===== src/hw/rtl/ptagc_pkg.sv =====
`default_nettype none
package ptagc_pkg;

  // field widths
  localparam int SampleW = 16;
  localparam int MagW    = 17;
  localparam int GainW   = 24;
  localparam int PeakW   = 16;
  localparam int MgainW  = 19;
  localparam int CfgAddrW = 2;
  localparam int OutDataW = 56;

  // register indexes
  localparam logic [CfgAddrW-1:0] REG_AUTO_EN = 2'd0;
  localparam logic [CfgAddrW-1:0] REG_INVERT  = 2'd1;
  localparam logic [CfgAddrW-1:0] REG_MGAIN   = 2'd2;

  // reset values
  localparam logic [PeakW-1:0]  PEAK_RST  = 16'd328;    // 0.01 in Q1.15
  localparam logic [GainW-1:0]  GAIN_RST  = 24'd16384;  // 1.0 in Q10.14
  localparam logic [MgainW-1:0] MGAIN_RST = 19'd16384;

  // arithmetic constants
  localparam logic [15:0] DECAY_Q16  = 16'd65470;     // 0.999
  localparam logic [PeakW-1:0] PEAK_FLOOR = 16'd32;   // just under 0.001
  localparam logic [28:0] TARGET_NUM = 29'd429496730; // 0.8 * 2^29
  localparam logic [15:0] KEEP_Q16   = 16'd62259;     // 0.95
  localparam logic [11:0] TAKE_Q16   = 12'd3277;      // 0.05
  localparam logic [14:0] OUT_SCALE  = 15'd32000;
  localparam int DivSteps = 24;                       // quotient < 2^24
  localparam int DivCntW  = 5;
  localparam int ProdClampW = 30;                     // above this, output saturates

  typedef struct packed {
    logic load;       // take input sample
    logic manual;     // gain <= manual_gain
    logic decay;      // product of peak and decay factor
    logic peak_upd;   // peak <= max(decayed, magnitude); divider init
    logic div_step;
    logic mix_mul;
    logic mix_add;
    logic app_mul1;
    logic app_mul2;
    logic finish;     // load output register
  } ptagc_cmd_t;

  typedef struct packed {
    logic auto_en;
    logic peak_above; // updated peak above floor
    logic div_last;
  } ptagc_sts_t;

endpackage
`default_nettype wire


===== src/hw/rtl/ptagc_dp.sv =====
`default_nettype none
module ptagc_dp (
  input  wire logic                               clk,
  input  wire logic                               rst_n,
  input  wire ptagc_pkg::ptagc_cmd_t              cmd,
  output ptagc_pkg::ptagc_sts_t                   sts,
  input  wire logic                               cfg_we,
  input  wire logic [ptagc_pkg::CfgAddrW-1:0]     cfg_addr,
  input  wire logic [ptagc_pkg::MgainW-1:0]       cfg_wdata,
  input  wire logic [ptagc_pkg::SampleW-1:0]      sample,
  output logic      [ptagc_pkg::OutDataW-1:0]     out_data
);

  logic                            auto_en_r;
  logic                            invert_r;
  logic [ptagc_pkg::MgainW-1:0]    mgain_r;
  logic [ptagc_pkg::PeakW-1:0]     peak_r;
  logic [ptagc_pkg::GainW-1:0]     gain_r;
  logic [ptagc_pkg::MagW-1:0]      mag_r;
  logic                            neg_r;
  logic [31:0]                     dprod_r;
  logic [15:0]                     rem_r;
  logic [ptagc_pkg::DivSteps-1:0]  num_sh_r;
  logic [ptagc_pkg::GainW-1:0]     quo_r;
  logic [ptagc_pkg::DivCntW-1:0]   cnt_r;
  logic [39:0]                     mixa_r;
  logic [35:0]                     mixb_r;
  logic [ptagc_pkg::ProdClampW-1:0] p1_r;
  logic [44:0]                     p2_r;
  logic [ptagc_pkg::OutDataW-1:0]  out_r;

  logic [ptagc_pkg::MagW-1:0]      mag_in;
  logic [ptagc_pkg::PeakW-1:0]     peak_dec;
  logic [ptagc_pkg::PeakW-1:0]     peak_max;
  logic [16:0]                     rem_sh;
  logic                            fits;
  logic [40:0]                     mix_sum;
  logic [40:0]                     p1_full;
  logic [15:0]                     scaled;
  logic                            neg_out;
  logic [15:0]                     pcm;

  assign mag_in = sample[ptagc_pkg::SampleW-1] ?
                  (17'h10000 - {1'b0, sample}) : {1'b0, sample};

  assign peak_dec = dprod_r[31:16];
  assign peak_max = ({1'b0, peak_dec} < mag_r) ? mag_r[ptagc_pkg::PeakW-1:0] : peak_dec;

  assign rem_sh = {rem_r, num_sh_r[ptagc_pkg::DivSteps-1]};
  assign fits   = rem_sh >= {1'b0, peak_r};

  assign mix_sum = {1'b0, mixa_r} + {5'd0, mixb_r} + 41'd32768;
  assign p1_full = mag_r * gain_r;

  assign scaled  = p2_r[44:29];
  assign neg_out = neg_r ^ invert_r;
  always_comb begin
    if (neg_out) begin
      pcm = (scaled > 16'd32768) ? 16'h8000 : (16'd0 - scaled);
    end else begin
      pcm = (scaled > 16'd32767) ? 16'h7fff : scaled;
    end
  end

  assign sts.auto_en    = auto_en_r;
  assign sts.peak_above = peak_max > ptagc_pkg::PEAK_FLOOR;
  assign sts.div_last   = cnt_r == ptagc_pkg::DivCntW'(ptagc_pkg::DivSteps - 1);
  assign out_data       = out_r;

  // config and tracked state
  always_ff @(posedge clk) begin
    if (!rst_n) begin
      auto_en_r <= 1'b1;
      invert_r  <= 1'b0;
      mgain_r   <= ptagc_pkg::MGAIN_RST;
      peak_r    <= ptagc_pkg::PEAK_RST;
      gain_r    <= ptagc_pkg::GAIN_RST;
    end else begin
      if (cfg_we) begin
        case (cfg_addr)
          ptagc_pkg::REG_AUTO_EN: auto_en_r <= cfg_wdata[0];
          ptagc_pkg::REG_INVERT:  invert_r  <= cfg_wdata[0];
          ptagc_pkg::REG_MGAIN:   mgain_r   <= cfg_wdata;
          default: ;
        endcase
      end
      if (cmd.peak_upd) begin
        peak_r <= peak_max;
      end
      if (cmd.manual) begin
        gain_r <= {5'd0, mgain_r};
      end else if (cmd.mix_add) begin
        gain_r <= mix_sum[39:16];
      end
    end
  end

  // working registers
  always_ff @(posedge clk) begin
    if (cmd.load) begin
      mag_r <= mag_in;
      neg_r <= sample[ptagc_pkg::SampleW-1];
    end
    if (cmd.decay) begin
      dprod_r <= peak_r * ptagc_pkg::DECAY_Q16;
    end
    if (cmd.peak_upd) begin
      // top quotient bits are zero since the divisor exceeds 32
      rem_r    <= {11'd0, ptagc_pkg::TARGET_NUM[28:24]};
      num_sh_r <= ptagc_pkg::TARGET_NUM[23:0];
      quo_r    <= '0;
      cnt_r    <= '0;
    end else if (cmd.div_step) begin
      rem_r    <= fits ? 16'(rem_sh - {1'b0, peak_r}) : rem_sh[15:0];
      num_sh_r <= {num_sh_r[ptagc_pkg::DivSteps-2:0], 1'b0};
      quo_r    <= {quo_r[ptagc_pkg::GainW-2:0], fits};
      cnt_r    <= cnt_r + 1'b1;
    end
    if (cmd.mix_mul) begin
      mixa_r <= gain_r * ptagc_pkg::KEEP_Q16;
      mixb_r <= quo_r * ptagc_pkg::TAKE_Q16;
    end
    if (cmd.app_mul1) begin
      // large products saturate anyway; clamp before scaling
      p1_r <= (|p1_full[40:ptagc_pkg::ProdClampW]) ? '1 :
              p1_full[ptagc_pkg::ProdClampW-1:0];
    end
    if (cmd.app_mul2) begin
      p2_r <= p1_r * ptagc_pkg::OUT_SCALE;
    end
    if (cmd.finish) begin
      out_r <= {peak_r, gain_r, pcm};
    end
  end

endmodule
`default_nettype wire


===== src/hw/rtl/ptagc_ctrl.sv =====
`default_nettype none
module ptagc_ctrl (
  input  wire logic                   clk,
  input  wire logic                   rst_n,
  input  wire logic                   in_tvalid,
  output logic                        in_tready,
  output logic                        out_tvalid,
  input  wire logic                   out_tready,
  input  wire ptagc_pkg::ptagc_sts_t  sts,
  output ptagc_pkg::ptagc_cmd_t       cmd
);

  typedef enum logic [8:0] {
    S_IDLE   = 9'b000000001,
    S_DECAY  = 9'b000000010,
    S_PEAK   = 9'b000000100,
    S_DIV    = 9'b000001000,
    S_MIXMUL = 9'b000010000,
    S_MIXADD = 9'b000100000,
    S_MUL1   = 9'b001000000,
    S_MUL2   = 9'b010000000,
    S_DONE   = 9'b100000000
  } state_t;

  state_t state_r, state_nxt;
  logic   out_valid_r, out_valid_nxt;

  assign in_tready  = state_r == S_IDLE;
  assign out_tvalid = out_valid_r;

  always_comb begin
    state_nxt = state_r;
    cmd       = '0;
    case (state_r)
      S_IDLE: begin
        if (in_tvalid) begin
          cmd.load   = 1'b1;
          cmd.manual = !sts.auto_en;
          state_nxt  = sts.auto_en ? S_DECAY : S_MUL1;
        end
      end
      S_DECAY: begin
        cmd.decay = 1'b1;
        state_nxt = S_PEAK;
      end
      S_PEAK: begin
        cmd.peak_upd = 1'b1;
        state_nxt    = sts.peak_above ? S_DIV : S_MUL1;
      end
      S_DIV: begin
        cmd.div_step = 1'b1;
        if (sts.div_last) begin
          state_nxt = S_MIXMUL;
        end
      end
      S_MIXMUL: begin
        cmd.mix_mul = 1'b1;
        state_nxt   = S_MIXADD;
      end
      S_MIXADD: begin
        cmd.mix_add = 1'b1;
        state_nxt   = S_MUL1;
      end
      S_MUL1: begin
        cmd.app_mul1 = 1'b1;
        state_nxt    = S_MUL2;
      end
      S_MUL2: begin
        cmd.app_mul2 = 1'b1;
        state_nxt    = S_DONE;
      end
      S_DONE: begin
        if (!out_valid_r || out_tready) begin
          cmd.finish = 1'b1;
          state_nxt  = S_IDLE;
        end
      end
      default: state_nxt = S_IDLE;
    endcase
  end

  always_comb begin
    out_valid_nxt = out_valid_r;
    if (cmd.finish) begin
      out_valid_nxt = 1'b1;
    end else if (out_tready) begin
      out_valid_nxt = 1'b0;
    end
  end

  always_ff @(posedge clk) begin
    if (!rst_n) begin
      state_r     <= S_IDLE;
      out_valid_r <= 1'b0;
    end else begin
      state_r     <= state_nxt;
      out_valid_r <= out_valid_nxt;
    end
  end

endmodule
`default_nettype wire


===== src/hw/rtl/peak_tracking_agc.sv =====
`default_nettype none
// Peak-tracking automatic gain control for a signed Q1.15 sample stream.
// Each input transfer carries one sample and yields exactly one output
// transfer holding the gained pcm sample (scaled by 32000/32768, saturated
// to 16 bits), the Q10.14 gain applied and the Q1.15 peak after the sample.
// In automatic mode the peak decays by 0.999 per sample and jumps to the
// sample magnitude; above a floor of 0.001 the target gain 0.8/peak is formed
// by a radix-2 restoring divider and blended in as 0.95 old + 0.05 target.
// In manual mode the manual_gain register is used directly. The divider
// loop makes automatic mode the longest path from an input transfer to
// the output transfer of its result; the path is shorter when the peak
// stays under the floor and shortest in manual mode. A finished result is
// held in the output register while the output stalls. Input is taken
// only while the controller is idle, but a finished result held in the
// output register does not block the next input transfer. Config writes
// (cfg_we, cfg_addr, cfg_wdata) are taken any cycle and are meant to land
// while the block is idle: 0 auto_gain_enable, 1 invert_polarity,
// 2 manual_gain; index 3 is ignored.
module peak_tracking_agc (
  input  wire logic                               clk,
  input  wire logic                               rst_n,
  input  wire logic                               in_tvalid,
  output logic                                    in_tready,
  input  wire logic [ptagc_pkg::SampleW-1:0]      in_tdata,   // [15:0] in_sample
  output logic                                    out_tvalid,
  input  wire logic                               out_tready,
  // [15:0] out_pcm, [39:16] gain_now, [55:40] peak_now
  output logic      [ptagc_pkg::OutDataW-1:0]     out_tdata,
  input  wire logic                               cfg_we,
  input  wire logic [ptagc_pkg::CfgAddrW-1:0]     cfg_addr,
  input  wire logic [ptagc_pkg::MgainW-1:0]       cfg_wdata
);

  ptagc_pkg::ptagc_cmd_t cmd;
  ptagc_pkg::ptagc_sts_t sts;

  // sequencer: one-hot FSM, owns both handshakes
  ptagc_ctrl u_ctrl (
    .clk        (clk),
    .rst_n      (rst_n),
    .in_tvalid  (in_tvalid),
    .in_tready  (in_tready),
    .out_tvalid (out_tvalid),
    .out_tready (out_tready),
    .sts        (sts),
    .cmd        (cmd)
  );

  // datapath: config registers, peak/gain state, divider, multipliers
  ptagc_dp u_dp (
    .clk       (clk),
    .rst_n     (rst_n),
    .cmd       (cmd),
    .sts       (sts),
    .cfg_we    (cfg_we),
    .cfg_addr  (cfg_addr),
    .cfg_wdata (cfg_wdata),
    .sample    (in_tdata),
    .out_data  (out_tdata)
  );

endmodule
`default_nettype wire

===== config.mk =====
export PLATFORM = sky130hd
export DESIGN_NAME = peak_tracking_agc
export DESIGN_NICKNAME = d
export VERILOG_FILES = /design/src/hw/rtl/ptagc_pkg.sv /design/src/hw/rtl/ptagc_dp.sv /design/src/hw/rtl/ptagc_ctrl.sv /design/src/hw/rtl/peak_tracking_agc.sv
export SDC_FILE = /design/constraint.sdc
export NUM_CORES = 2
export LEC_CHECK = 0
export BUFFER_PORTS_ARGS = -buffer_cell sky130_fd_sc_hd__buf_2
export CORE_ASPECT_RATIO = 2
export CORE_MARGIN = 2
export CORE_UTILIZATION = 65
export DETAILED_ROUTE_END_ITERATION = 12
export PLACE_DENSITY = 0.87
export SYNTH_ARGS = -nofsm -noshare
export SYNTH_HDL_FRONTEND = slang
export SYNTH_HIERARCHICAL = 1
export SYNTH_SLANG_ARGS = --single-unit

===== constraint.sdc =====
create_clock -name clk -period 10.9 [get_ports clk]
set_clock_uncertainty 0.05 [all_clocks]
set_input_delay 0.545 -clock clk [delete_from_list [all_inputs] [get_ports clk]]
set_output_delay 0.545 -clock clk [all_outputs]
set_load 0.02 [all_outputs]

==> flow_summary.json <==
{
  "status": "completed",
  "h-tree-depth": 2,
  "yosysMostFrequentCell": "inv_1",
  "netlist_instances": 5081,
  "cp-end-kind": "register",
  "ant_nets": 0,
  "critPathLaunchType": "register",
  "min_to": "u_dp/mgain_r[3]$_SDFFE_PN0P_",
  "fmax_mhz": 118,
  "fill_cells": 5432,
  "cts_sinks": 351,
  "grt_max_degree": 88,
  "nets": 6680,
  "holdWs_ns": 0.152,
  "slew_headroom_pct": 7.58,
  "grt_usage_pct": 35.3,
  "ioPinCount": 100,
  "instances_no_fill": 6173,
  "peakVddDrop_mv": 0.115,
  "route.detailed.drc": 0,
  "synthToLayoutAreaGrowth_pct": 5.45,
  "holdPathStages": 3,
  "tns_ns": 0,
  "syn-num-nets": 6637,
  "crit_fanout": 30,
  "drt_iter0_markers": 2568,
  "hold_class": "in2reg",
  "setup_viol": 0,
  "synth_area_leaders": "fa_1 (33%), ha_1 (17%), edfxtp_1 (13%)",
  "ys_ff_latch": 351,
  "post-place-cells": 6109,
  "total_power_mw": 3.91,
  "p_leak_nw": 27.3,
  "maxSlewViolCount": 0,
  "crit_required_ns": 11.18,
  "cts_tree": "built",
  "design_area_sq_um": 53300,
  "drt_wl_total_mm": 138,
  "synth_edf_count": 212,
  "cp.arrival_ns": 8.77,
  "cts_made_buffers": 35,
  "io_buffers": 99,
  "setup_slack_ns": 2.41,
  "max_slew.worst_pin.slew_ns": 1.39,
  "r2r_end": "u_dp/p1_r[6]$_SDFFCE_PP1P_",
  "die_w_um": 201,
  "r2r_slack_ns": 2.41,
  "antenna_found_initial": 3,
  "worst-r2r-cell-count": 24,
  "dp.final_hpwl_mm": 110,
  "dpl-instance-area_sq_um": 52100,
  "dp_slack_ns": 2.63,
  "rsz0062_at_grt": "false",
  "async_flop_share_pct": 0,
  "maxCapViolCount": 0,
  "cts-resized-gates": 0,
  "start_util_pct": 65.7,
  "hold_violations": 0,
  "clk_latency_ns": 0.61,
  "cts_hold_buf": 0,
  "min_period_over_period_pct": 77.9,
  "yosys_warnings": 6,
  "grt_pass1_wl_mm": 217,
  "min_period_ns": 8.49,
  "clkSlewWorstSetupHoldPaths_ns": 0.07,
  "utilization_pct": 69.3,
  "yosysTopAreaCellShare_pct": 32.6,
  "post_drt_wl_per_cell_um": 22.3,
  "dr_total_vias": 37600,
  "synth_area_sq_um": 50500,
  "first_pass_iters": 6,
  "postCtsSetupBuffers": 0,
  "syn_avg_cell_area_sq_um": 9.95,
  "dieArea_sq_um": 80100,
  "core_area_sq_um": 76900,
  "root_buffer": "clkbuf_16",
  "drive_above_1_share_pct": 4.54,
  "die_height_um": 398,
  "ys_top_cells_by_count": "inv_1 (1096), fa_1 (822), ha_1 (692)",
  "overflow": 0,
  "grt_pass1_vias": 42000,
  "rows": 144,
  "ys_seq_area_share_pct": 18.1,
  "clk_path_buf_depth": 3,
  "ys_types": 88,
  "rr_startpoint": "u_dp/mag_r[7]$_DFFE_PP_",
  "synthFlopType": "edfxtp_1",
  "finalWeightedCongestion": 1.05,
  "power.density_nw_per_um2": 73.5,
  "synth_top_area_cell": "fa_1",
  "via_per_inst": 6.09,
  "hp-start": "cfg_wdata[3]",
  "worstSetupPathType": "reg2reg"
}
[registers in the layout (all words and copies together) (netlist names), 17 cells and up]
register and flops:
u_dp/gain_r 24, u_dp/p1_r 30, u_dp/mixb_r 36, u_dp/quo_r 24, u_dp/mag_r 17, u_dp/num_sh_r 23, u_dp/mgain_r 19, u_dp/out_data 56
u_dp/mixa_r 40
[cell usage in the layout, fill, tap and decap left out, types with 32 or more instances in the layout]
master,Yosys,routed
inv_1,1096,1095
buf_2,3,99
o21ai_0,117,116
dfxtp_1,139,138
fa_1,822,822
xor2_1,52,52
nand2_1,425,425
a211oi_1,46,46
mux2i_1,84,84
a21oi_1,170,170
and2_1,79,79
nor3_1,39,39
edfxtp_1,212,212
nand4_1,32,32
nand3_1,41,41
nor2_1,302,301
a21o_1,75,75
xnor2_1,124,124
clkbuf_16,0,38
ha_1,692,692
buf_4,4,38
[critical path, stage by stage (launching register included)]
cell and delay, ns:
edfxtp_1 0.88, clkinv_1 0.82, nor2_1 0.34, fa_1 0.45, inv_1 0.07, fa_1 0.43, fa_1 0.51, inv_1 0.05
fa_1 0.50, fa_1 0.50, inv_1 0.06, fa_1 0.47, inv_1 0.04, ha_1 0.34, a21oi_1 0.22, inv_1 0.06
a31oi_1 0.26, nor4b_1 0.33, o21ai_1 0.25, a21boi_0 0.46, and4b_1 0.27, o31ai_1 0.09, nor4_2 0.25, buf_4 0.34
o21ai_0 0.13
[cell families after synthesis]
kind of cell / after synthesis / share of synthesized area [%]
flops: 351 / 18.1
xor+xnor: 176 / 3.05
compound gates: 644 / 8.48
mux: 86 / 1.71
buf+inv: 1239 / 9.25
fa+ha+maj: 1514 / 49.7
other cells: 1 / 0.00742
simple gates: 1070 / 9.71
[area by class of cell]
type                    instances  area [sq um]  share of cell area, %
repair buffers                137           781                   1.46
clock inverters                18           200                  0.376
diodes                          2          5.00                0.00939
well taps                    1022          1280                   2.40
flip-flops and latches        351          9150                   17.2
multi-input cells            3491         36700                   68.9
inverters                    1108          4160                   7.80
clock buffers                  44           976                   1.83
[power by group]
| group | switching [mW] | internal [mW] | total, mW |
|---|---|---|---|
| Combinational | 0.689 | 0.433 | 1.12 |
| Clock | 0.579 | 0.696 | 1.27 |
| Sequential | 0.0551 | 1.46 | 1.52 |
| Total | 1.32 | 2.59 | 3.91 |
[routing by layer]
layer,track usage [%],share of wire (%)
met2,65.0,52
met5,0,0.0094
met1,33.2,30
met4,30.1,10
met3,7.18,7.1
[worst max path at each step]
stage	slack, ns	end	startpoint
after floorplan	3.65	u_dp/p1_r[24]$_SDFFCE_PP1P_	u_dp/gain_r[9]$_SDFFE_PN0P_
after global placement	2.80	u_dp/p1_r[6]$_SDFFCE_PP1P_	u_dp/gain_r[14]$_SDFFE_PN1P_
after detailed placement	2.63	u_dp/p1_r[6]$_SDFFCE_PP1P_	u_dp/gain_r[14]$_SDFFE_PN1P_
after CTS	2.63	u_dp/p1_r[6]$_SDFFCE_PP1P_	u_dp/gain_r[14]$_SDFFE_PN1P_
after global routing	2.08	u_dp/p1_r[6]$_SDFFCE_PP1P_	u_dp/mag_r[7]$_DFFE_PP_
final	2.41	u_dp/p1_r[6]$_SDFFCE_PP1P_	u_dp/mag_r[7]$_DFFE_PP_
(Power assumes the default switching activity.)
